**src/hw/rtl/sha1hc_pkg.sv**
```systemverilog
// Shared types, constants and helpers of the SHA-1 hash core.
`default_nettype none

package sha1hc_pkg;

  localparam int WORD_W      = 32;
  localparam int SCHED_DEPTH = 16;
  localparam int CHAIN_DEPTH = 5;

  typedef logic [WORD_W-1:0] word_t;
  typedef logic [3:0]        slot_t;
  typedef logic [6:0]        round_t;
  typedef logic [2:0]        widx_t;
  typedef logic [2:0]        bcount_t;

  localparam bcount_t WORD_BYTES = 3'd4;
  localparam widx_t   LAST_IDX   = 3'd4;
  localparam round_t  LAST_ROUND = 7'd79;
  localparam round_t  SCHED_ROUNDS = 7'd16;
  localparam slot_t   LEN_HI_SLOT  = 4'd14;
  localparam slot_t   LAST_SLOT    = 4'd15;
  localparam slot_t   PRE_LEN_SLOT = 4'd13;
  localparam logic [7:0] PAD_BYTE  = 8'h80;

  localparam word_t K0 = 32'h5A82_7999;
  localparam word_t K1 = 32'h6ED9_EBA1;
  localparam word_t K2 = 32'h8F1B_BCDC;
  localparam word_t K3 = 32'hCA62_C1D6;

  localparam word_t IV [CHAIN_DEPTH] = '{
    32'h6745_2301, 32'hEFCD_AB89, 32'h98BA_DCFE, 32'h1032_5476, 32'hC3D2_E1F0
  };

  typedef enum logic [3:0] {
    S_IDLE,
    S_PAD80,
    S_ZERO,
    S_LENHI,
    S_LENLO,
    S_PRE,
    S_COMP,
    S_FOLD,
    S_OUT
  } state_t;

  typedef struct packed {
    logic load;
    logic step;
    logic fold;
    logic init;
  } round_ctl_t;

  function automatic word_t rotl(input word_t x, input int n);
    rotl = (x << n) | (x >> (WORD_W - n));
  endfunction

endpackage

`default_nettype wire

```
**src/hw/rtl/sha1hc_if.sv**
```systemverilog
// Request channels of the SHA-1 hash core: message words in, digest words out.
`default_nettype none

interface sha1hc_in_if;
  logic                     valid;
  logic                     ready;
  sha1hc_pkg::word_t        data_word;
  sha1hc_pkg::bcount_t      byte_count;
  logic                     last;

  modport source (output valid, data_word, byte_count, last, input ready);
  modport sink   (input valid, data_word, byte_count, last, output ready);
endinterface

interface sha1hc_out_if;
  logic                     valid;
  logic                     ready;
  sha1hc_pkg::word_t        digest_word;
  sha1hc_pkg::widx_t        word_index;
  logic                     final_word;

  modport source (output valid, digest_word, word_index, final_word, input ready);
  modport sink   (input valid, digest_word, word_index, final_word, output ready);
endinterface

`default_nettype wire

```
**src/hw/rtl/sha1hc_ram.sv**
```systemverilog
// Generic RAM with one write port and two registered read ports.
`default_nettype none

module sha1hc_ram #(
  parameter int WIDTH = 32,
  parameter int DEPTH = 16
) (
  input  wire logic                     clk,
  input  wire logic                     we,
  input  wire logic [$clog2(DEPTH)-1:0] waddr,
  input  wire logic [WIDTH-1:0]         wdata,
  input  wire logic [$clog2(DEPTH)-1:0] raddr0,
  input  wire logic [$clog2(DEPTH)-1:0] raddr1,
  output logic      [WIDTH-1:0]         rdata0,
  output logic      [WIDTH-1:0]         rdata1
);

  logic [WIDTH-1:0] mem [DEPTH];

  always_ff @(posedge clk) begin
    if (we) begin
      mem[waddr] <= wdata;
    end
    rdata0 <= mem[raddr0];
    rdata1 <= mem[raddr1];
  end

endmodule

`default_nettype wire

```
**src/hw/rtl/sha1hc_round.sv**
```systemverilog
// SHA-1 round datapath: working variables, chaining words and round function.
`default_nettype none

module sha1hc_round (
  input  wire logic                   clk,
  input  wire logic                   rst_n,
  input  wire sha1hc_pkg::round_ctl_t ctl,
  input  wire sha1hc_pkg::round_t     rnd,
  input  wire sha1hc_pkg::word_t      w,
  input  wire sha1hc_pkg::widx_t      sel,
  output sha1hc_pkg::word_t           digest
);
  import sha1hc_pkg::*;

  word_t h_r [CHAIN_DEPTH];
  word_t v_r [CHAIN_DEPTH];
  word_t f;
  word_t k;
  word_t tmp;

  always_comb begin
    if (rnd < 7'd20) begin
      f = (v_r[1] & v_r[2]) | (~v_r[1] & v_r[3]);
      k = K0;
    end else if (rnd < 7'd40) begin
      f = v_r[1] ^ v_r[2] ^ v_r[3];
      k = K1;
    end else if (rnd < 7'd60) begin
      f = (v_r[1] & v_r[2]) | (v_r[1] & v_r[3]) | (v_r[2] & v_r[3]);
      k = K2;
    end else begin
      f = v_r[1] ^ v_r[2] ^ v_r[3];
      k = K3;
    end
    tmp = rotl(v_r[0], 5) + f + v_r[4] + k + w;
  end

  always_ff @(posedge clk) begin
    if (!rst_n) begin
      for (int i = 0; i < CHAIN_DEPTH; i++) begin
        h_r[i] <= IV[i];
        v_r[i] <= '0;
      end
    end else begin
      if (ctl.init) begin
        for (int i = 0; i < CHAIN_DEPTH; i++) begin
          h_r[i] <= IV[i];
        end
      end else if (ctl.fold) begin
        for (int i = 0; i < CHAIN_DEPTH; i++) begin
          h_r[i] <= h_r[i] + v_r[i];
        end
      end
      if (ctl.load) begin
        for (int i = 0; i < CHAIN_DEPTH; i++) begin
          v_r[i] <= h_r[i];
        end
      end else if (ctl.step) begin
        v_r[0] <= tmp;
        v_r[1] <= v_r[0];
        v_r[2] <= rotl(v_r[1], 30);
        v_r[3] <= v_r[2];
        v_r[4] <= v_r[3];
      end
    end
  end

  assign digest = h_r[sel];

endmodule

`default_nettype wire

```
**src/hw/rtl/sha1_hash_core.sv**
```systemverilog
// SHA-1 hash core top level: byte packing, padding, schedule memory and sequencing.
//
// Usage:
//   in_chan carries message words, first byte in bits 31..24, with byte_count
//   valid leading bytes (values above four count as four) and last on the
//   final word. Short words may appear anywhere; bytes simply concatenate.
//   out_chan returns the 160-bit digest as five words, h0 first, word_index
//   0..4, final_word set on the fifth.
//   A word that does not fill a 512-bit block and is not last leaves the core
//   ready for the next word. The sixteenth word of a block starts the
//   compression: a prefetch step, 80 rounds at one per cycle and a fold step,
//   during which in_chan.ready is low.
//   On last the core writes the padding and length words one per cycle, runs
//   one or two more compressions, then offers the five digest words, one per
//   cycle while out_chan.ready is high. A stalled receiver holds the digest
//   phase; the fifth word sits in the output register while the next message
//   is already accepted.
//   Reset (rst_n low, synchronous) loads the initial chaining words and empties
//   the block; no clearing pass is needed.
`default_nettype none

module sha1_hash_core (
  input  wire logic  clk,
  input  wire logic  rst_n,
  sha1hc_in_if.sink  in_chan,
  sha1hc_out_if.source out_chan
);
  import sha1hc_pkg::*;

  state_t      state_r, state_nxt;
  state_t      after_r, after_nxt;
  round_t      rnd_r, rnd_nxt;
  slot_t       wfill_r, wfill_nxt;
  word_t       acc_r, acc_nxt;
  logic [1:0]  acc_n_r, acc_n_nxt;
  logic [63:0] bits_r, bits_nxt;
  widx_t       oidx_r, oidx_nxt;
  logic        out_valid_r, out_valid_nxt;
  word_t       out_word_r;
  widx_t       out_idx_r;
  logic        out_final_r;

  logic        accept;
  logic        out_load;
  bcount_t     cnt_c;
  bcount_t     total;
  bcount_t     total_less;
  logic        complete;
  word_t       data_m;
  word_t       acc_m;
  logic [63:0] packed_w;

  logic        ram_we;
  slot_t       ram_waddr;
  word_t       ram_wdata;
  slot_t       u;
  word_t       qa0, qa1, qb0, qb1;
  word_t       w_cur;
  word_t       digest;
  round_ctl_t  ctl;

  // Byte packing
  always_comb begin
    cnt_c      = (in_chan.byte_count > WORD_BYTES) ? WORD_BYTES : in_chan.byte_count;
    data_m     = in_chan.data_word & ~(32'hFFFF_FFFF >> {cnt_c, 3'b000});
    acc_m      = acc_r & ~(32'hFFFF_FFFF >> {acc_n_r, 3'b000});
    packed_w   = {acc_m, 32'h0} | ({data_m, 32'h0} >> {acc_n_r, 3'b000});
    total      = {1'b0, acc_n_r} + cnt_c;
    total_less = total - WORD_BYTES;
    complete   = (total >= WORD_BYTES);
  end

  assign accept   = in_chan.valid && in_chan.ready;
  assign out_load = (state_r == S_OUT) && (!out_valid_r || out_chan.ready);

  assign w_cur = (rnd_r < SCHED_ROUNDS) ? qa0 : rotl(qb1 ^ qb0 ^ qa1 ^ qa0, 1);

  // Next state
  always_comb begin
    state_nxt = state_r;
    unique case (state_r) inside
      S_IDLE: begin
        if (accept) begin
          if (complete && (wfill_r == LAST_SLOT)) begin
            state_nxt = S_PRE;
          end else if (in_chan.last) begin
            state_nxt = S_PAD80;
          end
        end
      end
      S_PAD80, S_ZERO: begin
        if (wfill_r == PRE_LEN_SLOT) begin
          state_nxt = S_LENHI;
        end else if (wfill_r == LAST_SLOT) begin
          state_nxt = S_PRE;
        end else begin
          state_nxt = S_ZERO;
        end
      end
      S_LENHI: state_nxt = S_LENLO;
      S_LENLO: state_nxt = S_PRE;
      S_PRE:   state_nxt = S_COMP;
      S_COMP: begin
        if (rnd_r == LAST_ROUND) begin
          state_nxt = S_FOLD;
        end
      end
      S_FOLD:  state_nxt = after_r;
      S_OUT: begin
        if (out_load && (oidx_r == LAST_IDX)) begin
          state_nxt = S_IDLE;
        end
      end
      default: state_nxt = S_IDLE;
    endcase
  end

  // Outputs and datapath control
  always_comb begin
    in_chan.ready = 1'b0;
    ram_we        = 1'b0;
    ram_waddr     = wfill_r;
    ram_wdata     = packed_w[63:32];
    ctl           = '0;
    u             = rnd_r[3:0] + 4'd1;
    after_nxt     = after_r;
    rnd_nxt       = rnd_r;
    acc_nxt       = acc_r;
    acc_n_nxt     = acc_n_r;
    bits_nxt      = bits_r;
    oidx_nxt      = oidx_r;
    unique case (state_r)
      S_IDLE: begin
        in_chan.ready = 1'b1;
        if (accept) begin
          ram_we   = complete;
          bits_nxt = bits_r + {58'h0, cnt_c, 3'b000};
          if (complete) begin
            acc_nxt   = packed_w[31:0];
            acc_n_nxt = total_less[1:0];
          end else begin
            acc_nxt   = packed_w[63:32];
            acc_n_nxt = total[1:0];
          end
          after_nxt = in_chan.last ? S_PAD80 : S_IDLE;
        end
      end
      S_PAD80: begin
        ram_we    = 1'b1;
        ram_wdata = acc_m | ({PAD_BYTE, 24'h0} >> {acc_n_r, 3'b000});
        acc_n_nxt = 2'd0;
        after_nxt = S_ZERO;
      end
      S_ZERO: begin
        ram_we    = 1'b1;
        ram_wdata = '0;
        after_nxt = S_ZERO;
      end
      S_LENHI: begin
        ram_we    = 1'b1;
        ram_wdata = bits_r[63:32];
      end
      S_LENLO: begin
        ram_we    = 1'b1;
        ram_wdata = bits_r[31:0];
        bits_nxt  = '0;
        after_nxt = S_OUT;
      end
      S_PRE: begin
        ctl.load = 1'b1;
        u        = '0;
        rnd_nxt  = '0;
      end
      S_COMP: begin
        ctl.step  = 1'b1;
        ram_we    = (rnd_r >= SCHED_ROUNDS);
        ram_waddr = rnd_r[3:0];
        ram_wdata = w_cur;
        rnd_nxt   = rnd_r + 7'd1;
      end
      S_FOLD: begin
        ctl.fold = 1'b1;
      end
      S_OUT: begin
        if (out_load) begin
          if (oidx_r == LAST_IDX) begin
            oidx_nxt = '0;
            ctl.init = 1'b1;
          end else begin
            oidx_nxt = oidx_r + 3'd1;
          end
        end
      end
      default: ;
    endcase
  end

  assign wfill_nxt     = (ram_we && (state_r != S_COMP)) ? wfill_r + 4'd1 : wfill_r;
  assign out_valid_nxt = out_load ? 1'b1 : (out_chan.ready ? 1'b0 : out_valid_r);

  always_ff @(posedge clk) begin
    if (!rst_n) begin
      state_r     <= S_IDLE;
      after_r     <= S_IDLE;
      rnd_r       <= '0;
      wfill_r     <= '0;
      acc_n_r     <= '0;
      bits_r      <= '0;
      oidx_r      <= '0;
      out_valid_r <= 1'b0;
    end else begin
      state_r     <= state_nxt;
      after_r     <= after_nxt;
      rnd_r       <= rnd_nxt;
      wfill_r     <= wfill_nxt;
      acc_n_r     <= acc_n_nxt;
      bits_r      <= bits_nxt;
      oidx_r      <= oidx_nxt;
      out_valid_r <= out_valid_nxt;
    end
  end

  always_ff @(posedge clk) begin
    acc_r <= acc_nxt;
    if (out_load) begin
      out_word_r  <= digest;
      out_idx_r   <= oidx_r;
      out_final_r <= (oidx_r == LAST_IDX);
    end
  end

  // Schedule window: two copies, four read taps per round
  sha1hc_ram #(
    .WIDTH (WORD_W),
    .DEPTH (SCHED_DEPTH)
  ) u_ram_a (
    .clk    (clk),
    .we     (ram_we),
    .waddr  (ram_waddr),
    .wdata  (ram_wdata),
    .raddr0 (u),
    .raddr1 (u + 4'd2),
    .rdata0 (qa0),
    .rdata1 (qa1)
  );

  sha1hc_ram #(
    .WIDTH (WORD_W),
    .DEPTH (SCHED_DEPTH)
  ) u_ram_b (
    .clk    (clk),
    .we     (ram_we),
    .waddr  (ram_waddr),
    .wdata  (ram_wdata),
    .raddr0 (u + 4'd8),
    .raddr1 (u + 4'd13),
    .rdata0 (qb0),
    .rdata1 (qb1)
  );

  sha1hc_round u_round (
    .clk    (clk),
    .rst_n  (rst_n),
    .ctl    (ctl),
    .rnd    (rnd_r),
    .w      (w_cur),
    .sel    (oidx_r),
    .digest (digest)
  );

  assign out_chan.valid       = out_valid_r;
  assign out_chan.digest_word = out_word_r;
  assign out_chan.word_index  = out_idx_r;
  assign out_chan.final_word  = out_final_r;

  a_fold_ret: assert property (@(posedge clk) disable iff (!rst_n)
    state_r == S_FOLD |=> state_r == $past(after_r))
    else $error("fold did not return to the recorded state");

  a_last_round: assert property (@(posedge clk) disable iff (!rst_n)
    (state_r == S_COMP && rnd_r == LAST_ROUND) |=> state_r == S_FOLD)
    else $error("compression did not end after the last round");

  a_full_block: assert property (@(posedge clk) disable iff (!rst_n)
    state_r == S_PRE |-> wfill_r == 4'd0)
    else $error("compression started on a partial block");

  a_len_slot: assert property (@(posedge clk) disable iff (!rst_n)
    state_r == S_LENHI |-> (wfill_r == LEN_HI_SLOT && acc_n_r == 2'd0))
    else $error("length written at the wrong slot");

  a_final_idx: assert property (@(posedge clk) disable iff (!rst_n)
    (out_valid_r && out_final_r) |-> out_idx_r == LAST_IDX)
    else $error("final flag on a digest word other than h4");

endmodule

`default_nettype wire
```
**src/flat_wrapper.sv**
```systemverilog
// flat-port wrapper written by rule: the top's interface ports become plain ports
module sha1_hash_core_flat import sha1hc_pkg::*;
  (clk, rst_n, in_chan_valid, in_chan_data_word, in_chan_byte_count, in_chan_last, in_chan_ready, out_chan_valid, out_chan_digest_word, out_chan_word_index, out_chan_final_word, out_chan_ready);
  sha1hc_in_if in_chan_i ();
  sha1hc_out_if out_chan_i ();
  input  wire logic clk;
  input  wire logic rst_n;
  input wire logic [$bits(in_chan_i.valid)-1:0] in_chan_valid;
  input wire logic [$bits(in_chan_i.data_word)-1:0] in_chan_data_word;
  input wire logic [$bits(in_chan_i.byte_count)-1:0] in_chan_byte_count;
  input wire logic [$bits(in_chan_i.last)-1:0] in_chan_last;
  output wire logic [$bits(in_chan_i.ready)-1:0] in_chan_ready;
  output wire logic [$bits(out_chan_i.valid)-1:0] out_chan_valid;
  output wire logic [$bits(out_chan_i.digest_word)-1:0] out_chan_digest_word;
  output wire logic [$bits(out_chan_i.word_index)-1:0] out_chan_word_index;
  output wire logic [$bits(out_chan_i.final_word)-1:0] out_chan_final_word;
  input wire logic [$bits(out_chan_i.ready)-1:0] out_chan_ready;
  assign in_chan_i.valid = in_chan_valid;
  assign in_chan_i.data_word = in_chan_data_word;
  assign in_chan_i.byte_count = in_chan_byte_count;
  assign in_chan_i.last = in_chan_last;
  assign in_chan_ready = in_chan_i.ready;
  assign out_chan_valid = out_chan_i.valid;
  assign out_chan_digest_word = out_chan_i.digest_word;
  assign out_chan_word_index = out_chan_i.word_index;
  assign out_chan_final_word = out_chan_i.final_word;
  assign out_chan_i.ready = out_chan_ready;
  sha1_hash_core u_core (.clk(clk), .rst_n(rst_n), .in_chan(in_chan_i), .out_chan(out_chan_i));
endmodule
```
**config.mk**
```make
export PLATFORM = sky130hd
export DESIGN_NAME = sha1_hash_core_flat
export DESIGN_NICKNAME = d
export VERILOG_FILES = /design/src/hw/rtl/sha1hc_pkg.sv /design/src/hw/rtl/sha1hc_if.sv /design/src/hw/rtl/sha1hc_ram.sv /design/src/hw/rtl/sha1hc_round.sv /design/src/hw/rtl/sha1_hash_core.sv /design/src/flat_wrapper.sv
export SDC_FILE = /design/constraint.sdc
export NUM_CORES = 2
export LEC_CHECK = 0
export BUFFER_PORTS_ARGS = -buffer_cell sky130_fd_sc_hd__buf_2
export CELL_PAD_IN_SITES_DETAIL_PLACEMENT = 0
export CELL_PAD_IN_SITES_GLOBAL_PLACEMENT = 1
export CORE_MARGIN = 4
export CORE_UTILIZATION = 35
export DETAILED_ROUTE_END_ITERATION = 7
export HOLD_SLACK_MARGIN = 0.12
export MAX_ROUTING_LAYER = met4
export PLACE_DENSITY_LB_ADDON = 0.1
export SETUP_SLACK_MARGIN = 0.4
export SLEW_MARGIN = 0
export SYNTH_ARGS = -nofsm -noshare
export SYNTH_HDL_FRONTEND = slang
export SYNTH_SLANG_ARGS = --single-unit
```
**constraint.sdc**
```tcl
create_clock -name clk -period 24.2 [get_ports clk]
set_clock_uncertainty 0.1 [all_clocks]
set_input_delay 3.63 -clock clk [delete_from_list [all_inputs] [get_ports clk]]
set_output_delay 3.63 -clock clk [all_outputs]
set_load 0.03 [all_outputs]
```
==> impl_metrics.ini <==
[timing]
max_clock_freq_ghz = 0.126
timing.final.crit_share_pct = 32.7
rsz0062_at_grt = false
setup_tns_ps = 0
holdWs_ps = 366
slew_headroom_pct = 10.8
slew_viol_final = 0
worst_pin_slew_ps = 1340
layout_min_cycle_time_ps = 7920
hold_viol_final = 0
finalSetupViolCount = 0

[synth]
yosysWarnings = 0
synth.cell_area_sq_mm = 0.0667
synth_nets = 6951
postSynthAreaPerCell_sq_um = 10.2
synth-edff-count = 892
synth_cell_types = 83
synth-seq-area-share_pct = 46.5
synth_cells = 6551
ys.flop_type = edfxtp_1
ys_seq_elements = 1105
synthArstFlopShare_pct = 0

[setup_path]
start_kind = flop
cp-end-kind = flop
criticalPathCategory = reg -> reg
critPathArrivalTime_ps = 8320
required_ps = 24600
cp_max_fo = 34

[cells_and_area]
final_common_cell = nand2_1
multi_input_area_sq_mm = 0.0335
area_growth_pct = 11.8
n_fill_cell = 18600
final_cell_mix = nand2_1, edfxtp_1, nand3_1
nNetsFinal = 6879
drive_gt1_share_pct = 11.6
regArea_sq_mm = 0.0311

[route]
drtIter0Drc = 4796
vias = 51800
drc_errors = 0
routedWlPerCell_microns = 26.4
viasPerCell = 5.70
dr.pass1.iters = 8
final_antenna_net_count = 0
wl_microns = 240000

[power]
power_density_mw_per_mm2 = 115
total_leakage_power_nw = 27.6
vdd_drop_max_uv = 82.7

[clocking]
path_clk_slew_ps = 60
clk_latency_ps = 800
cts-resized-gates = 0
hold_buffers = 0
postCtsSetupBuffers = 0
cts_sinks = 1105
cts_root_buf = clkbuf_16
cts_tree = done
cts_buffers = 139
cts_buffer_depth = 3
htreeDepth = 4

[grt]
antenna_found_initial = 4
grt_max_degree = 172
grt_pass1_wl_microns = 352000
grt_use_total_pct = 24.6
grt_pass1_vias = 50500
grt-ovfl-total = 0

[floorplan]
dieArea_sq_mm = 0.198
io_pins = 78
start_util_pct = 35.4
dieHeight_microns = 445
rows = 159
die_x_microns = 445
core_area_sq_mm = 0.189

[placed_design]
gp_congestion = 0.871
io_buffers = 77
post-dp-hpwl_microns = 161000

[job]
drv_cap = 0

[min_path]
hp-class = reg -> reg

[run_status]
status = completed
## path summary, 6_finish.rpt
check | endpoint | slack (ps) | cells after the start | startpoint
worst max-delay path | u_core.u_round.v_r[0][31]$_DFFE_PP_ | 16280 | 24 | u_core.rnd_r[3]$_SDFFE_PN0P_
worst min register to register | u_core.after_r[0]$_SDFFE_PN0P_ | 370 | 2 | u_core.after_r[0]$_SDFFE_PN0P_
worst min-delay path | u_core.after_r[0]$_SDFFE_PN0P_ | 370 | 2 | u_core.after_r[0]$_SDFFE_PN0P_
worst max register to register | u_core.u_round.v_r[0][31]$_DFFE_PP_ | 16280 | 24 | u_core.rnd_r[3]$_SDFFE_PN0P_
## synthesized netlist by cell type (all sizes together) (63+ instances only)
master	instances	area (sq um)
and3	91	574
a21oi	292	1460
xnor2	190	1660
buf	72	312
edfxtp	892	26800
clkbuf	328	1230
a31oi	63	394
o21ai	203	1020
a21o	70	526
inv	258	968
nand2	1420	5340
nor2	329	1240
mux4	192	4320
dfxtp	213	4260
mux2	98	1100
a22o	114	998
xor2	115	1010
a311oi	99	867
nand3	576	2890
ha	233	2920
fa	127	2540
## routing by layer
layer	share of wire, %	global-route usage [%]	up-vias
met3	4.5	2.58	295
met4	2.5	6.25	0
li1	-	-	23700
met5	0	-	-
met1	44	32.2	26300
met2	49	40.8	1477
## final cells by class
| class | instances | share of cell area [%] |
|---|---|---|
| diodes | 2 | 0.00671 |
| well taps | 2495 | 4.18 |
| clock inverters | 70 | 0.995 |
| flip-flops and latches | 1105 | 41.6 |
| multi-input cells | 4784 | 44.9 |
| clock buffers | 185 | 5.18 |
| inverters | 262 | 1.35 |
| repair buffers | 187 | 1.74 |
## logic make-up after synthesis
kind of cell             share of synthesized area, %
flip-flops                                       46.5
XOR/XNOR                                         4.00
adder cells (fa/ha/maj)                          8.18
multiplexers                                     8.29
AO/OA/AOI/OAI                                    11.7
buffers and inverters                            3.79
AND/OR/NAND/NOR                                  17.6
## power breakdown
group / switching (mW) / total (mW) / internal (mW)
Combinational: 2.31 / 3.70 / 1.39
Clock: 0.880 / 2.13 / 1.25
Sequential: 0.219 / 2.76 / 2.54
Total: 3.41 / 8.59 / 5.18
## flip-flops by register name, indices dropped and copies added, names as in the netlist, 2 cells and up
| name | count |
|---|---|
| u_core.acc_n_r | 2 |
| u_core.oidx_r | 3 |
| u_core.out_chan.word_index | 3 |
| u_core.u_ram_a.rdata1 | 32 |
| u_core.u_ram_b.rdata0 | 32 |
| u_core.after_r | 3 |
| u_core.rnd_r | 7 |
| u_core.u_ram_b.rdata1 | 32 |
| u_core.u_round.h_r | 160 |
| u_core.bits_r | 61 |
| u_core.u_ram_b.mem | 512 |
| u_core.acc_r | 24 |
| u_core.wfill_r | 4 |
| u_core.u_ram_a.rdata0 | 32 |
| u_core.state_r | 4 |
| u_core.u_round.v_r | 160 |
| u_core.out_chan.digest_word | 32 |
## through the flow
stage	setup WS, ps	power (mW)	std cells	utilization (%)	instance area (sq um)
6_report	16280	8.59	9090	39.6	74600
5_1_grt	15890	9.11	9090	39.6	74600
4_1_cts	16250	8.67	9088	39.6	74600
3_5_place_dp	15700	6.51	8833	37.1	70000
3_3_place_gp	15780	6.50	8832	37.1	70000
2_1_floorplan	11400	5.24	6551	-	66700
## worst max-delay path: stages (launching register included)
cell	delay [ps]
dfxtp_1	300
buf_4	180
a41oi_1	790
inv_1	280
nor2_1	410
clkinv_1	180
nand2_2	690
o221ai_1	330
fa_1	600
fa_1	450
fa_1	470
inv_1	70
ha_1	170
inv_1	60
fa_1	380
nand2b_1	190
a21oi_1	420
o21a_1	270
o21ai_0	160
a31oi_1	400
a211o_1	190
a21oi_1	90
o21ai_0	210
xnor2_1	130
o21ai_0	80
Power figures use the tool's default switching activity.
